File: src/rtl/tff_pkg.sv
// Shared types for the triangle tangent frame block.
// Job record passed from the corner front end to the math back end,
// back end sequencer states and corner phase type.
package tff_pkg;

    localparam int QUEUE_DEPTH = 2;

    typedef struct packed {
        logic [15:0]      idx_a;
        logic [15:0]      idx_b;
        logic [15:0]      idx_c;
        logic [5:0][32:0] e;      // edge deltas e1.xyz, e2.xyz
        logic [3:0][32:0] d;      // uv deltas d1.u d1.v d2.u d2.v
        logic             last;
    } t_job;

    typedef enum logic [1:0] {
        PH_FIRST,
        PH_SECOND,
        PH_THIRD
    } t_phase;

    typedef enum logic [3:0] {
        S_IDLE,
        S_DET,
        S_DSGN,
        S_PROD,
        S_DIFF,
        S_NORM,
        S_SQ,
        S_SQRT,
        S_DIVI,
        S_DIV,
        S_DONE
    } t_back_state;

endpackage

File: src/rtl/tff_queue.sv
// Short job queue between the front end and the back end.
// Depends on tff_pkg for the job record.
module tff_queue #(
    parameter int DEPTH = tff_pkg::QUEUE_DEPTH
) (
    input  logic          i_clk,
    input  logic          i_rst_n,
    input  logic          i_push_valid,
    output logic          o_push_ready,
    input  tff_pkg::t_job i_push_job,
    output logic          o_pop_valid,
    input  logic          i_pop_ready,
    output tff_pkg::t_job o_pop_job
);
    import tff_pkg::*;

    localparam int AW = $clog2(DEPTH);
    localparam int CW = $clog2(DEPTH + 1);

    t_job          r_mem [DEPTH];
    logic [AW-1:0] r_wr, n_wr;
    logic [AW-1:0] r_rd, n_rd;
    logic [CW-1:0] r_cnt, n_cnt;
    logic          w_push, w_pop;

    assign o_push_ready = (r_cnt != CW'(DEPTH));
    assign o_pop_valid  = (r_cnt != '0);
    assign o_pop_job    = r_mem[r_rd];
    assign w_push       = i_push_valid && o_push_ready;
    assign w_pop        = o_pop_valid && i_pop_ready;

    always_comb begin
        n_wr  = r_wr;
        n_rd  = r_rd;
        n_cnt = r_cnt;
        if (w_push) n_wr = (r_wr == AW'(DEPTH - 1)) ? '0 : r_wr + 1'b1;
        if (w_pop)  n_rd = (r_rd == AW'(DEPTH - 1)) ? '0 : r_rd + 1'b1;
        if (w_push && !w_pop) n_cnt = r_cnt + 1'b1;
        else if (w_pop && !w_push) n_cnt = r_cnt - 1'b1;
    end

    always_ff @(posedge i_clk) begin
        if (!i_rst_n) begin
            r_wr  <= '0;
            r_rd  <= '0;
            r_cnt <= '0;
        end else begin
            r_wr  <= n_wr;
            r_rd  <= n_rd;
            r_cnt <= n_cnt;
        end
    end

    always_ff @(posedge i_clk) begin
        if (w_push) r_mem[r_wr] <= i_push_job;
    end

endmodule

File: config.mk
export PLATFORM = sky130hd
export DESIGN_NAME = tff_queue
export DESIGN_NICKNAME = d
export VERILOG_FILES = /design/src/rtl/tff_pkg.sv /design/src/rtl/tff_queue.sv
export SDC_FILE = /design/constraint.sdc
export NUM_CORES = 1
export LEC_CHECK = 0
export ABC_AREA = 1
export BUFFER_PORTS_ARGS = -buffer_cell sky130_fd_sc_hd__buf_4
export CAP_MARGIN = 20
export CORE_MARGIN = 4
export CORE_UTILIZATION = 35
export CTS_CLUSTER_SIZE = 24
export DETAILED_ROUTE_END_ITERATION = 12
export PLACE_DENSITY_LB_ADDON = 0.1
export SLEW_MARGIN = 40
export SYNTH_ARGS = -nofsm -noshare
export SYNTH_HDL_FRONTEND = slang
export SYNTH_SLANG_ARGS = --single-unit
File: constraint.sdc
create_clock -name i_clk -period 22.8 [get_ports i_clk]
set_input_delay 6.84 -clock i_clk [delete_from_list [all_inputs] [get_ports i_clk]]
set_output_delay 6.84 -clock i_clk [all_outputs]
set_load 0.005 [all_outputs]
Word level (Yosys, flattened, before mapping)
Memory sizes are Yosys's and may differ from the RTL's. A register that Yosys moved wholly into a read port is not among the register bits.
Cells that the tools add are included.
Word-level totals
  register bits after elaboration: 4
  bits in latches: 0
  bits in writable memories: 758
  memory bits (read-only): 0
  bits of input ports: 383
  logic and storage cells: 25
  memories kept: 1
Memory list
  r_mem: depth 2, width 379, rd ports 1, clocked after memory_dff 1, wr ports 1, RTL line tff_queue.sv:20  | t_job r_mem [DEPTH];
Operators by class
  $add $sub $neg: 4
  $mul: 0
  div/mod/pow operators: 0
  order comparisons: 0
  equal/unequal tests: 1
  shift operators: 0
  mux-type cells: 8
  bitwise gates (word level): 0
  reductions and logical operators: 8
Operators by type and width (number)
  $mux 1: 6
  $logic_and 1x1->1: 4
  $mux 2: 2
  $reduce_bool 2->1: 2
  $add 1x1->1 const B: 2
  $add 2x1->2 const B: 1
  $logic_not 1->1: 2
  $ne 2x2->1 const B: 1
  $sub 2x1->2 const B: 1

Depth between registers and ports, before layout
  depth in word-level cells: 6
  mapped depth: 11

Worst setup path before layout
OpenSTA, ideal clock, no wires.
  kind: input to register
  from: in i_push_valid
  to: mem r_mem[0][0] in the netlist's numbering, enable pin
  setup time: 1.127 ns
  arrival time: 22.613 ns
  required time: 21.673 ns
  path slack: -0.940 ns
  stages on the path: 2
  path through: nand2_1 nor2_1
On the way
  cells in the longest elaborated chain, start to end: 3
Ends and longest elaborated chain
  start: declaration: RTL line tff_queue.sv:8  | input logic i_push_valid,
  $logic_and 1x1->1: RTL line tff_queue.sv:29  | assign w_push = i_push_valid && o_push_ready;
  $mux 1: RTL line tff_queue.sv:55  | if (w_push) r_mem[r_wr] <= i_push_job;
  $mux 1 (not written as such): RTL line tff_queue.sv:55
  end: declaration: RTL line tff_queue.sv:20
Every way passes these cells.

==> metrics <==
simple-gate portion of the synthesized area 0.260%; fin crit share 47.2%; total CTS buffers 84; worst-path fanout max 58; number of primary I/O pins 764; area share of the largest cell type after synthesis about four fifths; library cell occupying the most area in the post-synthesis netlist sky130_fd_sc_hd__edfxtp_1; leakage power 0.0148 uW; pre-CTS WS 12.52 ns; share of cell area taken by muxes after synthesis 18.7%; RSZ-0062 raised after global routing no; post-synthesis sequential element count 763; startpoint of the worst register-to-register path r_cnt[0]; maximum level of the CTS H-tree 3; Hold Crit Class reg -> reg; clock-pin slew on the worst setup and hold paths 0.05 ns; average cell area after synthesis 23.7 um^2; total via count in the routed design about 14k; number of enable flip-flop cells after synthesis 758; buffer type at the clock tree root sky130_fd_sc_hd__clkbuf_16; CTS resizes 0; worst clock skew on the final layout 0.0327 ns; worst endpoint data arrival time 3.93 ns; sequential-to-total area share from yosys stat about 79%; wire length of the first global-routing pass 103,000 um; Die ar. 87,200 um^2; Mapped Area 28,900 um^2; fill cell total of the finished layout a little over 7k; height of the die roughly 300 um; vias in the first global route 15.2k; setup slack after layout between 10 and 15 ns; Core Rows 105; Post-Syn Nets 1,600; Ys Warns 0; Buffers on Ports 763; setup violation total in the final timing report 0; DRT iter0 DRCs 565; final hold vios 0; Remaining DRCs 0; nets 2,427; post-synthesis async set-or-reset flop share 0%; Max clock buf depth 3; number of setup buffers added after CTS 0; FF-to-FF path depth 7; number of routed nets with antenna violations 0; routability congestion estimate from global placement roughly 0.8; count of final max-slew check failures 0; Detailed Routing Iterations Pass 1 4; global-route usage over all layers 16.3%; clock tree from TritonCTS built; combinational family with the most area after synthesis multiplexers; result of the run completed; total placed cells including tap cells 3,027; relative area change from synthesis to final layout 33.5%; starting utilization of the core area about a third; CTS Hold Bufs 0; largest vdd supply drop 0.0768 mV; top cells by instance count after synthesis sky130_fd_sc_hd__edfxtp_1 (758), sky130_fd_sc_hd__mux2_4 (300), sky130_fd_sc_hd__mux2_2 (79); fmax between 90 and 100 MHz; crit path time final 10.77 ns; r2r setup slk 19.00 ns; initial antenna violation count 19; dpl hpwl ~54,000 um; top area cells in the synthesized netlist sky130_fd_sc_hd__edfxtp_1 (79%), sky130_fd_sc_hd__mux2_4 (16%), sky130_fd_sc_hd__mux2_2 (3.1%); kind of start point of the critical path flop; final-layout worst hold slack 0.502 ns; largest net degree at the start of global routing 92; actual transition at the worst max-transition pin between 0.8 and 0.9 ns; Seq. cell area roughly 23,000 um^2; tightest slew margin relative to the limit 44.3%; number of cells in the finished layout apart from fillers 3,189; endpoint class of the critical path output pin; dominant synthesized flop cell sky130_fd_sc_hd__edfxtp_1; layout cell share with drive strength beyond 1 60.6%; Worst Setup Path Type reg -> out; post-route cell area 38,500 um^2; required arrival time at the worst endpoint between 15 and 20 ns; area of the multi-input gates 5520 um^2; floorplan core area about 80,000 um^2; Distinct cells, synth 16; XOR/XNOR share of the synthesized area 0%; post-synthesis share of cell area spent on full adders, half adders and majority gates 0.0433%; Placed Instance Area ~36,000 um^2; vias per cell 4.50; power per cell area about 110 nW/um^2; Critical path destination o_pop_job[364]; wire length per cell after detailed routing 23.5 um; reg2reg end r_mem[0][184]; gate count after technology mapping 1,216; maxcap violations 0; setup TNS after final layout 0 ns; most instantiated library cell after synthesis sky130_fd_sc_hd__edfxtp_1; Remaining Overflow, GRT 0; Total Wirelength between 70,000 and 80,000 um; die width slightly below 300 um; post-synthesis compound-gate area fraction 0.0780%; insertion delay of the later-clocked pin in the worst-skew pair ~0.62 ns; clock sink count between 700 and 800
-- final cells by class --
type                    count  share of cell area [%]
repair buffers            783                    15.7
multi-input cells         403                    14.3
inverters                   8                  0.0779
diodes                     11                  0.0714
clock buffers             108                    5.80
clock inverters            43                    1.19
well taps                1070                    3.47
flip-flops and latches    763                    59.3
-- sequential cells by signal, indices dropped and copies added (netlist names), named ones only --
signal	cells
r_mem	758
r_cnt	2
r_wr	1
r_rd	1
-- metrics by stage --
stage                     power [uW]  utilization [%]
after floorplan                 2540                -
after global placement          2900             43.4
after detailed placement        2920             43.7
after CTS                       4270             47.0
after global routing            4380             47.0
final                           4190             47.0
-- worst max-delay path, stage by stage, from the launching register on --
cell	delay (ns)
sky130_fd_sc_hd__dfxtp_4	0.37
sky130_fd_sc_hd__buf_12	0.22
sky130_fd_sc_hd__buf_12	0.26
sky130_fd_sc_hd__buf_4	0.54
sky130_fd_sc_hd__buf_6	0.69
sky130_fd_sc_hd__buf_6	0.64
sky130_fd_sc_hd__mux2_2	0.41
sky130_fd_sc_hd__buf_4	0.13
-- cells in the final DEF (no fill, tap or decap), drive strengths merged --
| cell | n |
|---|---|
| a21oi | 1 |
| buf | 783 |
| bufinv | 9 |
| clkbuf | 108 |
| clkinv | 32 |
| dfxtp | 5 |
| diode | 11 |
| edfxtp | 758 |
| ha | 1 |
| inv | 10 |
| mux2 | 379 |
| nand2 | 9 |
| nand3 | 1 |
| nand4 | 1 |
| nor2 | 8 |
| o21a | 1 |
| o21ai | 2 |
-- how the worst min path moves through the flow --
stage,from,slack [ns],to,cells after the start
after detailed placement,r_rd,0.49,flop,2
after global routing,r_rd,0.54,flop,2
final,r_rd,0.50,flop,2
after CTS,r_rd,0.50,flop,2
after global placement,r_rd,0.48,r_rd,2
after floorplan,r_rd,0.47,flop,2
-- logic make-up (layout without fill, tap and decap cells) --
| group | count (synthesis) | in the layout |
|---|---|---|
| DFF | 763 | 763 |
| buffers and inverters | 50 | 942 |
| and+or+nand+nor | 19 | 19 |
| AOI/OAI and AO/OA | 4 | 4 |
| adders and majority gates | 1 | 1 |
| other | 0 | 11 |
| muxes | 379 | 379 |
-- metal layers --
metal	vias to the layer above	GRT usage [%]	share of wire [%]
met4	16	5.95	2.9
met1	7157	16.8	34
li1	6524	-	-
met3	122	7.47	11
met2	546	29.3	52
met5	-	0	0.14
-- power breakdown --
group	switching [uW]	internal [uW]	leakage, uW
Clock	531	793	0.00132
Combinational	470	576	0.00637
Sequential	44.1	1770	0.00711
Power figures use the tool's default switching activity.
