==> src/rtl/tff_pkg.sv <==
// Shared types for the triangle tangent frame block.
// Job record passed from the corner front end to the math back end,
// back end sequencer states and corner phase type.
package tff_pkg;

    localparam int QUEUE_DEPTH = 2;

    typedef struct packed {
        logic [15:0]      idx_a;
        logic [15:0]      idx_b;
        logic [15:0]      idx_c;
        logic [5:0][32:0] e;      // edge deltas e1.xyz, e2.xyz
        logic [3:0][32:0] d;      // uv deltas d1.u d1.v d2.u d2.v
        logic             last;
    } t_job;

    typedef enum logic [1:0] {
        PH_FIRST,
        PH_SECOND,
        PH_THIRD
    } t_phase;

    typedef enum logic [3:0] {
        S_IDLE,
        S_DET,
        S_DSGN,
        S_PROD,
        S_DIFF,
        S_NORM,
        S_SQ,
        S_SQRT,
        S_DIVI,
        S_DIV,
        S_DONE
    } t_back_state;

endpackage

==> src/rtl/tff_front.sv <==
// Corner front end: holds the first two corners of a triangle and, on the
// third, pushes the index triple and edge/uv deltas as a job.
// Depends on tff_pkg.
module tff_front (
    input  logic               i_clk,
    input  logic               i_rst_n,
    input  logic               i_valid,
    output logic               o_ready,
    input  logic [15:0]        i_vertex_index,
    input  logic signed [31:0] i_pos_x,
    input  logic signed [31:0] i_pos_y,
    input  logic signed [31:0] i_pos_z,
    input  logic signed [31:0] i_tex_u,
    input  logic signed [31:0] i_tex_v,
    input  logic               i_mesh_end,
    output logic               o_push_valid,
    output tff_pkg::t_job      o_push_job,
    input  logic               i_push_ready
);
    import tff_pkg::*;

    t_phase      r_phase, n_phase;
    logic [15:0] r_idx [2];
    logic [31:0] r_pos [6];
    logic [31:0] r_tex [4];
    logic        w_accept;
    logic [31:0] w_p [3];
    logic [31:0] w_t [2];

    assign o_ready  = (r_phase != PH_THIRD) || i_push_ready;
    assign w_accept = i_valid && o_ready;
    assign w_p[0] = i_pos_x;
    assign w_p[1] = i_pos_y;
    assign w_p[2] = i_pos_z;
    assign w_t[0] = i_tex_u;
    assign w_t[1] = i_tex_v;

    always_ff @(posedge i_clk) begin
        if (!i_rst_n) begin
            r_phase <= PH_FIRST;
        end else begin
            r_phase <= n_phase;
        end
    end

    always_comb begin
        n_phase = r_phase;
        if (w_accept) begin
            unique case (r_phase)
                PH_SECOND: n_phase = i_mesh_end ? PH_FIRST : PH_THIRD;
                PH_THIRD:  n_phase = PH_FIRST;
                default:   n_phase = i_mesh_end ? PH_FIRST : PH_SECOND;
            endcase
        end
    end

    always_ff @(posedge i_clk) begin
        if (w_accept && r_phase == PH_SECOND) begin
            r_idx[1] <= i_vertex_index;
            for (int i = 0; i < 3; i++) r_pos[3+i] <= w_p[i];
            for (int i = 0; i < 2; i++) r_tex[2+i] <= w_t[i];
        end else if (w_accept && r_phase != PH_THIRD) begin
            r_idx[0] <= i_vertex_index;
            for (int i = 0; i < 3; i++) r_pos[i] <= w_p[i];
            for (int i = 0; i < 2; i++) r_tex[i] <= w_t[i];
        end
    end

    assign o_push_valid = w_accept && (r_phase == PH_THIRD);

    always_comb begin
        o_push_job.idx_a = r_idx[0];
        o_push_job.idx_b = r_idx[1];
        o_push_job.idx_c = i_vertex_index;
        o_push_job.last  = i_mesh_end;
        for (int i = 0; i < 3; i++) begin
            o_push_job.e[i]   = {r_pos[3+i][31], r_pos[3+i]} - {r_pos[i][31], r_pos[i]};
            o_push_job.e[3+i] = {w_p[i][31], w_p[i]} - {r_pos[i][31], r_pos[i]};
        end
        for (int i = 0; i < 2; i++) begin
            o_push_job.d[i]   = {r_tex[2+i][31], r_tex[2+i]} - {r_tex[i][31], r_tex[i]};
            o_push_job.d[2+i] = {w_t[i][31], w_t[i]} - {r_tex[i][31], r_tex[i]};
        end
    end

endmodule

==> config.mk <==
export PLATFORM = sky130hd
export DESIGN_NAME = tff_front
export DESIGN_NICKNAME = d
export VERILOG_FILES = /design/src/rtl/tff_pkg.sv /design/src/rtl/tff_front.sv
export SDC_FILE = /design/constraint.sdc
export NUM_CORES = 1
export LEC_CHECK = 0
export BUFFER_PORTS_ARGS = -buffer_cell sky130_fd_sc_hd__buf_4
export CAP_MARGIN = 20
export CELL_PAD_IN_SITES_DETAIL_PLACEMENT = 1
export CELL_PAD_IN_SITES_GLOBAL_PLACEMENT = 2
export CORE_ASPECT_RATIO = 1.1
export CORE_MARGIN = 2
export CORE_UTILIZATION = 38
export CTS_BUF_LIST = sky130_fd_sc_hd__clkbuf_4
export DETAILED_ROUTE_END_ITERATION = 8
export GPL_TIMING_DRIVEN = 0
export PLACE_DENSITY = 0.88
export SLEW_MARGIN = 15
export SYNTH_ARGS = -nofsm -noshare
export SYNTH_HDL_FRONTEND = slang
export SYNTH_SLANG_ARGS = --single-unit
==> constraint.sdc <==
create_clock -name i_clk -period 38.2 [get_ports i_clk]
set_input_delay 7.64 -clock i_clk [delete_from_list [all_inputs] [get_ports i_clk]]
set_output_delay 7.64 -clock i_clk [all_outputs]
set_load 0.01 [all_outputs]
Word-level counts from Yosys, hierarchy flattened
Memories as Yosys holds them, arrays and structs flattened.
Index checks and enable logic that the tools add are counted.
{"block": "word_totals", "regBits": 2, "latch_bits": 0, "mem_bits_rw": 352, "rom_bits": 0, "in_bits": 181, "output_inout_bits": 381, "word_cells": 54, "memories": 3}
{"block": "op_classes", "addsub": 10, "n_mul": 0, "n_div": 0, "order_cmp": 0, "eq_ne": 3, "shift": 0, "n_mux": 26, "bitwise_logic": 0, "n_reduce_logical": 11}
{"name": "r_pos", "words": 6, "word_bits": 32, "rd": 6, "rd_ports_with_merged_regs": 0, "write_ports": 3, "line_no": "tff_front.sv:24", "source": "logic [31:0] r_pos [6];"}
{"name": "r_tex", "words": 4, "word_bits": 32, "rd": 4, "rd_ports_with_merged_regs": 0, "write_ports": 2, "line_no": "tff_front.sv:25", "source": "logic [31:0] r_tex [4];"}
{"name": "r_idx", "words": 2, "word_bits": 16, "rd": 2, "rd_ports_with_merged_regs": 0, "write_ports": 1, "line_no": "tff_front.sv:23", "source": "logic [15:0] r_idx [2];"}
{"op": "32-bit by 32-bit subtractor with 33-bit output", "n": 10}
{"op": "32-bit 2-to-1 mux", "n": 5}
{"op": "32-bit OR reduction", "n": 5}
{"op": "16-bit 2-to-1 mux", "n": 1}
{"op": "16-bit OR reduction", "n": 1}
{"op": "1-bit 2-to-1 mux", "n": 13}
{"op": "3-bit 2-to-1 mux", "n": 3}
{"op": "2-bit 2-to-1 mux", "n": 3}
{"op": "1-bit logical AND", "n": 4}
{"op": "2-bit case mux with 2 select lines", "n": 1}
{"op": "2-bit by 1-bit == test with 1-bit output (second input constant)", "n": 1}
{"op": "2-bit == test (second input constant)", "n": 1}
{"op": "2-bit != test (second input constant)", "n": 1}
{"op": "1-bit logical OR", "n": 1}

Depth between registers and ports, before layout
Gate-level depths: netlist (run 1).
{"block": "logic_depth", "depth_word": 9, "ltp_mapped": 12, "ltp_nobuf": 12}

Worst setup path after synthesis (run 1)
Ideal clock, no wire load.
{"block": "synth_path", "kind": "input-to-reg", "startpoint": "in i_valid", "endpoint": "mem r_idx[0][0], enable pin", "setup_time_ns": 0.962, "arrival_time_ns": 20.186, "required_time_ns": 37.238, "slack_ns": 17.053, "stages": 1, "path_buffers": 0, "path_cell_list": "nor3b_1"}
{"block": "synth_via", "elab_chain_cells": 7, "word_cells_on_any_way": 11, "cone_classes": "7 x mux; 4 x reduce/logical"}
{"item": "start, declared", "line_no": "tff_front.sv:7", "source": "input logic i_valid,"}
{"item": "1-bit logical AND *", "line_no": "tff_front.sv:31", "source": "assign w_accept = i_valid && o_ready;"}
{"item": "1-bit logical AND", "line_no": "tff_front.sv:62", "source": "end else if (w_accept && r_phase != PH_THIRD) begin"}
{"item": "1-bit 2-to-1 mux", "line_no": "tff_front.sv:62"}
{"item": "1-bit 2-to-1 mux", "line_no": "tff_front.sv:58", "source": "if (w_accept && r_phase == PH_SECOND) begin"}
{"item": "1-bit 2-to-1 mux (not written as such)", "line_no": "tff_front.sv:63", "source": "r_idx[0] <= i_vertex_index;"}
{"item": "16-bit OR reduction (no line)"}
{"item": "1-bit 2-to-1 mux (no line)"}
{"item": "end, declared", "line_no": "tff_front.sv:23"}
Every way passes the cells marked *; elsewhere a longest branch is shown, timed or not.

==> flow_summary_export.csv, run 1 <==
group,metric,value,unit
outcome,status,"completed",
sta,holdWs,0.542,ns
cts,hold_buffers,0,
yosys,synth-compound-area-share,21.9,%
route,routed_wire_length,91.5,mm
die,number_of_core_rows,103,
grt,global_route_wire_length_before_repair,141,mm
power,p_total,1310,uW
cts,clock_insertion_delay_worst_skew,0.89,ns
yosys,synth_enable_flop_cells,352,
final_layout,flow.area_growth_from_synthesis,25.4,%
final_layout,share_of_post_route_cells_with_drive_strength_above_1,22.0,%
sta,setup_viol_count_final,0,
yosys,synth_simple_gate_area_share,11.1,%
sta,grt_setup_unrepaired,"false",
cts,clkSlewWorstSetupHoldPaths,0.06,ns
cts,clkSinkCount,354,
sta,achievable-frequency,53.9,MHz
yosys,synth-xor-area-share,7.83,%
final_layout,fillerInstances,8363,
yosys,netlist.area_leader.share,38.6,%
route,drt_pre_antenna_iters,7,
route,post_drt_wl_per_cell,20.3,um
yosys,postSynthNetCount,3318,
sta,timing.final.max_slew_violations,0,
yosys,netlist.top_cell.by_area,"sky130_fd_sc_hd__edfxtp_1",
sta,fin_setup_tns,0,ns
critical_path,timing_worst_setup_path_type,"primary input to primary output",
critical_path,critPathArrivalTime,10.91,ns
yosys,post_synth_main_area_contributors,"sky130_fd_sc_hd__edfxtp_1 39%, sky130_fd_sc_hd__ha_1 15%, sky130_fd_sc_hd__xnor2_1 5.1%, sky130_fd_sc_hd__a21oi_1 4.8%, sky130_fd_sc_hd__a21o_1 4.1%",
yosys,synth_mux_area_share,0.0731,%
die,fp.dieArea,74300,sq um
yosys,postSynth.asyncResetShare,0,%
critical_path,largest_fanout_on_the_critical_path,6,
route,drc_errors,0,
final_layout,multi_input_area,15500,sq um
yosys,syn_avg_cell_area,9.77,sq um
die,io_pins,562,
final_layout,ff_latch_area,10600,sq um
grt,number_of_global_route_vias_before_repair,25746,
sta,final_min_period_over_clock_period,48.6,%
die,core-area,71500,sq um
cts,clock-root-buffer,"sky130_fd_sc_hd__clkbuf_4",
die,chip_height,286,um
critical_path,critical_path_required,30.56,ns
sta,tightest_slew,0.874,ns
cts,tritoncts,"built",
yosys,synth_seq_cells,354,
cts,cts_max_level,3,
power,power.density_cell_area,38.1,nW/um^2
die,dieWidth,260,um
min_path,type_of_the_worst_min_delay_path,"register to register",
sta,worst_clock_skew,0.0577,ns
yosys,post_synth_fa_ha_maj_area_fraction,15.4,%
route,dr_total_vias,24315,
grt,overflow,0,
cts,post_cts_resized,0,
cts,post-cts-setup-buffers,0,
sta,timing.final.crit_period,18.55,ns
cts,number_of_buffers_on_the_longest_clock_path,3,
die,initial_utilization,38.3,%
final_layout,design.final.nets,4001,
flow_run,max_cap_violations,0,
grt,grt_max_degree,50,
route,drtIter0Drc,976,
yosys,syn-cell-area,27400,sq um
place,hpwl,76.2,mm
sta,max-slew-margin-rel,41.4,%
route,antenna_left,0,
yosys,synth_top_family_by_area,"compound AO/OA/AOI/OAI gates",
power,peakVddDrop,0.0184,mV
place,globalplace.congestion,0.928,
yosys,syn-instance-count,2805,
cts,cts_inserted_buffers,97,
yosys,seq_area_frac_synth,38.7,%
critical_path,endpoint_kind,"primary output",
place,buffer_ports.inserted,561,
critical_path,crit_path_start_kind,"primary input",
sta,final-hold-violation-count,0,
yosys,synth_cell_types,82,
yosys,ys_dominant_reg_cell,"sky130_fd_sc_hd__edfxtp_1",
power,total_leakage_power,0.0156,uW
grt,grt.total_usage,24.0,%
grt,antenna_found_initial,12,
yosys,synth_most_common_cell,"sky130_fd_sc_hd__edfxtp_1",
yosys,yosys_warnings,0,
yosys,ys_top_cells_by_count,"352 x sky130_fd_sc_hd__edfxtp_1, 322 x sky130_fd_sc_hd__ha_1, 278 x sky130_fd_sc_hd__inv_1",
route,vias_per_cell,5.39,
## flip-flops by register name, indices dropped and copies added, names as in the netlist
signal,count
r_idx,32
r_phase,2
r_tex,128
r_pos,192
## cells by family (layout without fill, tap and decap cells)
kind of cell,count (synthesis),in the layout
other,0,8
xor gates and xnor gates,245,245
and+or+nand+nor,628,628
buffers and inverters,336,1092
adders and majority gates,332,332
AOI/OAI and AO/OA,908,908
muxes,2,2
DFF,354,354
## cell type report
cell class | instances | share of cell area [%]
Antenna cell | 8 | 0.0583
Buffer | 57 | 0.812
Clock buffer | 133 | 2.91
Clock inverter | 39 | 0.910
Inverter | 279 | 3.05
Multi-Input combinational cell | 2115 | 45.0
Sequential cell | 354 | 30.9
Tap cell | 945 | 3.44
Timing Repair Buffer | 584 | 12.9
## cells in the final DEF (no fill, tap or decap), drive strengths merged, types with 68 or more instances in the layout
cell	Yosys	final
clkbuf	38	171
o21ai	150	150
o21a	68	68
edfxtp	352	352
a21oi	264	264
ha	322	322
nor2	177	177
xnor2	158	158
buf	19	603
inv	278	279
xor2	87	87
a21o	148	148
nand2	150	150
## power by group
part / switching [uW] / internal (uW) / leakage (uW)
logic: 274 / 214 / 0.0115
registers: 4.87 / 447 / 0.00332
clock network: 172 / 196 / 0.000766
total: 452 / 857 / 0.0156
## layer usage
layer | share of wire, % | vias up | wire (um) | track usage, %
met1 | 39 | 11764 | 36000 | 27.1
li1 | - | 11786 | - | -
met3 | 7.1 | 178 | 6490 | 6.45
met2 | 50 | 575 | 45700 | 42.9
met4 | 3.5 | 12 | 3250 | 9.22
met5 | 0.080 | - | 73 | 0
## per-stage QoR
stage                     setup WS, ns  instances  cell area, sq um  utilization [%]
final                            19.65       4514             34400             48.0
after detailed placement         19.69       4334             33000             46.2
after global routing             19.46       4512             34400             48.0
after global placement            8.44       4311             32800             45.8
after CTS                        19.65       4506             34300             48.0
after floorplan                  17.05       2805             27400                -
## critical path, cell delays in order
cell and delay [ns]:
sky130_fd_sc_hd__buf_4 0.12, sky130_fd_sc_hd__ha_1 0.39, sky130_fd_sc_hd__nand3_1 0.12, sky130_fd_sc_hd__a211oi_1 0.28, sky130_fd_sc_hd__o31ai_1 0.19, sky130_fd_sc_hd__a311oi_1 0.53
sky130_fd_sc_hd__a31oi_1 0.27, sky130_fd_sc_hd__a21oi_1 0.44, sky130_fd_sc_hd__a31oi_1 0.22, sky130_fd_sc_hd__a21o_1 0.23, sky130_fd_sc_hd__xnor2_1 0.27, sky130_fd_sc_hd__buf_4 0.19
## worst paths after layout
path                           start                      end  slack, ns  depth (start not counted)
min          r_phase[0]$_SDFFE_PN0P_  r_phase[0]$_SDFFE_PN0P_       0.54                          2
min reg2reg  r_phase[0]$_SDFFE_PN0P_  r_phase[0]$_SDFFE_PN0P_       0.54                          2
max reg2reg  r_phase[1]$_SDFFE_PN0P_   r_pos[1][30]$_DFFE_PP_      34.96                         10
max                       i_tex_u[9]           o_push_job[98]      19.65                         12
(Power assumes the default switching activity.)
==> run 2, diff against run 1 <==
--- a/config.mk
+++ b/config.mk
@@ -5,17 +5,18 @@
 export SDC_FILE = /design/constraint.sdc
 export NUM_CORES = 1
 export LEC_CHECK = 0
+export ABC_AREA = 1
 export BUFFER_PORTS_ARGS = -buffer_cell sky130_fd_sc_hd__buf_4
 export CAP_MARGIN = 20
 export CELL_PAD_IN_SITES_DETAIL_PLACEMENT = 1
 export CELL_PAD_IN_SITES_GLOBAL_PLACEMENT = 2
 export CORE_ASPECT_RATIO = 1.1
 export CORE_MARGIN = 2
-export CORE_UTILIZATION = 38
+export CORE_UTILIZATION = 32
 export CTS_BUF_LIST = sky130_fd_sc_hd__clkbuf_4
 export DETAILED_ROUTE_END_ITERATION = 8
 export GPL_TIMING_DRIVEN = 0
-export PLACE_DENSITY = 0.88
+export PLACE_DENSITY = 0.84
 export SLEW_MARGIN = 15
 export SYNTH_ARGS = -nofsm -noshare
 export SYNTH_HDL_FRONTEND = slang
==> constraint.sdc (replaced) <==
create_clock -name i_clk -period 17.28 [get_ports i_clk]
set_input_delay 3.456 -clock i_clk [delete_from_list [all_inputs] [get_ports i_clk]]
set_output_delay 3.456 -clock i_clk [all_outputs]
set_load 0.01 [all_outputs]
==> run 2 against run 1 <==
Critical path depth is 4 higher. Via count is 50% higher. First-iteration DRC count is 26% higher. Setup slack worse by 11 ns. Sequential cell count stayed put. Sequential share of layout area is 6.7 points lower. Register-to-register slack worse by 22 ns. Clock skew is 0.0018 ns lower. Highest routed layer unchanged. Critical path type unchanged.
==> flow_summary_export.csv, run 2 <==
group,metric,value,unit
die,fp.dieArea,115000,sq um
critical_path,critical_path_required,13.82,ns
grt,global_route_wire_length_before_repair,207,mm
power,power.density_cell_area,74.2,nW/um^2
place,globalplace.congestion,0.915,
sta,timing.final.max_slew_violations,0,
min_path,type_of_the_worst_min_delay_path,"register to register",
final_layout,largest_register_ffs,192,
die,dieWidth,324,um
final_layout,fillerInstances,14999,
final_layout,commonest_non_fill_non_tap_cell_in_the_layout,"sky130_fd_sc_hd__nand2_1",
sta,final-hold-violation-count,0,
yosys,syn_avg_cell_area,6.19,sq um
final_layout,share_of_post_route_cells_with_drive_strength_above_1,12.9,%
yosys,ys_top_cells_by_count,"2488 x sky130_fd_sc_hd__nand2_1, 1435 x sky130_fd_sc_hd__inv_1, 413 x sky130_fd_sc_hd__nor2_1",
critical_path,timing.reg2reg.worst_path_depth,15,
critical_path,endpoint_kind,"primary output",
sta,final_min_period_over_clock_period,52.4,%
grt,number_of_global_route_vias_before_repair,38283,
critical_path,worst-r2r-setup-slack,13.46,ns
die,core-area,112000,sq um
yosys,synth_most_common_cell,"sky130_fd_sc_hd__nand2_1",
sta,worst_clock_skew,0.0558,ns
final_layout,layoutNonFillerInstCount,8089,
outcome,status,"completed",
critical_path,worstReg2RegEnd,"r_pos[2][23]$_DFFE_PP_",
yosys,netlist.top_cell.by_area,"sky130_fd_sc_hd__edfxtp_1",
die,number_of_core_rows,129,
sta,timing.final.crit_period,9.05,ns
route,drtIter0Drc,1232,
route,post_drt_wl_per_cell,16.8,um
final_layout,mostFrequentLayoutCells,"2488 x sky130_fd_sc_hd__nand2_1, 1435 x sky130_fd_sc_hd__inv_1, 600 x sky130_fd_sc_hd__buf_4",
cts,cts_max_level,3,
critical_path,critPathArrivalTime,5.59,ns
min_path,holdCritStartpoint,"r_phase[1]$_SDFFE_PN0P_",
cts,cts_inserted_buffers,100,
yosys,yosys_warnings,0,
critical_path,largest_fanout_on_the_critical_path,3,
yosys,seq_area_frac_synth,29.5,%
yosys,post_synth_main_area_contributors,"sky130_fd_sc_hd__edfxtp_1 29%, sky130_fd_sc_hd__nand2_1 26%, sky130_fd_sc_hd__inv_1 15%, sky130_fd_sc_hd__ha_1 11%, sky130_fd_sc_hd__nor2_1 4.3%",
cts,post_cts_resized,0,
sta,tightest_slew,0.517,ns
yosys,syn-instance-count,5812,
place,buffer_ports.inserted,561,
sta,fin_setup_tns,0,ns
grt,antenna_found_initial,7,
yosys,synth_seq_cells,354,
place,dp_cells,7908,
grt,grt.total_usage,23.3,%
route,dr_total_vias,36573,
cts,post-cts-setup-buffers,0,
route,drc_errors,0,
yosys,postSynthNetCount,6325,
yosys,synth_enable_flop_cells,352,
critical_path,timing_worst_setup_path_type,"primary input to primary output",
yosys,netlist.area_leader.share,29.4,%
route,antenna_left,0,
grt,grt_max_degree,30,
route,vias_per_cell,4.52,
sta,holdWs,0.487,ns
power,total_leakage_power,0.0265,uW
sta,achievable-frequency,111,MHz
route,drt_pre_antenna_iters,5,
critical_path,crit_path_start_kind,"primary input",
yosys,postSynth.asyncResetShare,0,%
route,routed_wire_length,136,mm
die,chip_height,356,um
min_path,holdPathStages,2,
cts,tritoncts,"built",
die,io_pins,562,
power,peakVddDrop,0.0580,mV
yosys,synth_cell_types,24,
power,p_total,3250,uW
final_layout,top_register,"r_pos",
sta,grt_setup_unrepaired,"false",
final_layout,design.final.nets,7017,
final_layout,flow.area_growth_from_synthesis,21.8,%
cts,clock-root-buffer,"sky130_fd_sc_hd__clkbuf_4",
sta,setup_viol_count_final,0,
min_path,hold-path-endpoint,"r_phase[1]$_SDFFE_PN0P_",
sta,max-slew-margin-rel,65.4,%
cts,clkSinkCount,354,
cts,clock_insertion_delay_worst_skew,1.02,ns
cts,clkSlewWorstSetupHoldPaths,0.07,ns
die,initial_utilization,32.1,%
yosys,ys_dominant_reg_cell,"sky130_fd_sc_hd__edfxtp_1",
cts,number_of_buffers_on_the_longest_clock_path,3,
grt,overflow,0,
critical_path,crit-reg2reg-launch,"r_phase[0]$_SDFFE_PN0P_",
flow_run,max_cap_violations,0,
yosys,syn-cell-area,36000,sq um
final_layout,biggestRegsByFlops,"r_pos: 192 flops, r_tex: 128 flops, r_idx: 32 flops",
place,hpwl,120,mm
cts,hold_buffers,0,
run 2: final cells by class:
cell class,instances,area (sq um),area share (%)
multi-input cells,3999,19800,45.2
flip-flops and latches,354,10600,24.2
inverters,1435,5390,12.3
repair buffers,590,4570,10.4
well taps,1506,1880,4.30
clock buffers,129,968,2.21
clock inverters,50,412,0.939
plain buffers,24,188,0.428
diodes,2,5.00,0.0114
run 2: where the power goes:
group	switching, uW	total, uW	leakage [uW]	internal, uW
Combinational	873	1390	0.0224	515
Clock	400	858	0.000798	458
Sequential	12.6	1010	0.00332	995
Total	1280	3250	0.0265	1970
run 2: per-stage QoR:
stage	utilization (%)	setup WS [ns]	cell area (sq um)
4_1_cts	39.1	8.22	43800
2_1_floorplan	-	0.774	36000
3_5_place_dp	37.9	8.23	42500
6_report	39.1	8.23	43800
5_1_grt	39.1	8.03	43800
3_3_place_gp	37.6	-7.15	42100
run 2: metal layers:
layer  wire length [um]  up-vias  global-route usage, %
li1                   -    18847                      -
met1              55900    17003                   26.1
met2              69700      554                   43.8
met3               6260      161                   4.21
met4               3770        8                   7.44
met5                 57        -                      0
run 2: kinds of logic (layout without fill, tap and decap cells):
| family | after synthesis | after routing | synth area share [%] |
|---|---|---|---|
| adders and majority gates | 332 | 332 | 11.8 |
| buffers and inverters | 1459 | 2228 | 15.5 |
| other | 0 | 2 | 0 |
| and+or+nand+nor | 3287 | 3287 | 36.2 |
| xor gates and xnor gates | 150 | 150 | 3.65 |
| AOI/OAI and AO/OA | 230 | 230 | 3.40 |
| DFF | 354 | 354 | 29.5 |
run 2: worst max-delay path by stage:
stage                      start                     end  slack [ns]
floorplan           i_push_ready   r_idx[0][0]$_DFFE_PP_        0.77
global placement    i_push_ready  r_pos[2][28]$_DFFE_PP_       -7.15
detailed placement    i_pos_y[0]         o_push_job[285]        8.23
CTS                   i_pos_y[0]         o_push_job[285]        8.22
global route          i_pos_y[0]         o_push_job[285]        8.03
finish                i_pos_y[0]         o_push_job[293]        8.23
run 2: critical path: stages:
cell and delay (ns):
sky130_fd_sc_hd__buf_4 0.10, sky130_fd_sc_hd__inv_1 0.04, sky130_fd_sc_hd__ha_1 0.33, sky130_fd_sc_hd__fa_1 0.46, sky130_fd_sc_hd__inv_1 0.16, sky130_fd_sc_hd__nand2_1 0.07
sky130_fd_sc_hd__nand2_1 0.09, sky130_fd_sc_hd__nand3_1 0.10, sky130_fd_sc_hd__nand2_2 0.14, sky130_fd_sc_hd__nand2_1 0.08, sky130_fd_sc_hd__nand2_2 0.11, sky130_fd_sc_hd__nand2_1 0.11
sky130_fd_sc_hd__nand2_1 0.08, sky130_fd_sc_hd__nand2_1 0.05, sky130_fd_sc_hd__nand2_1 0.08, sky130_fd_sc_hd__buf_4 0.13
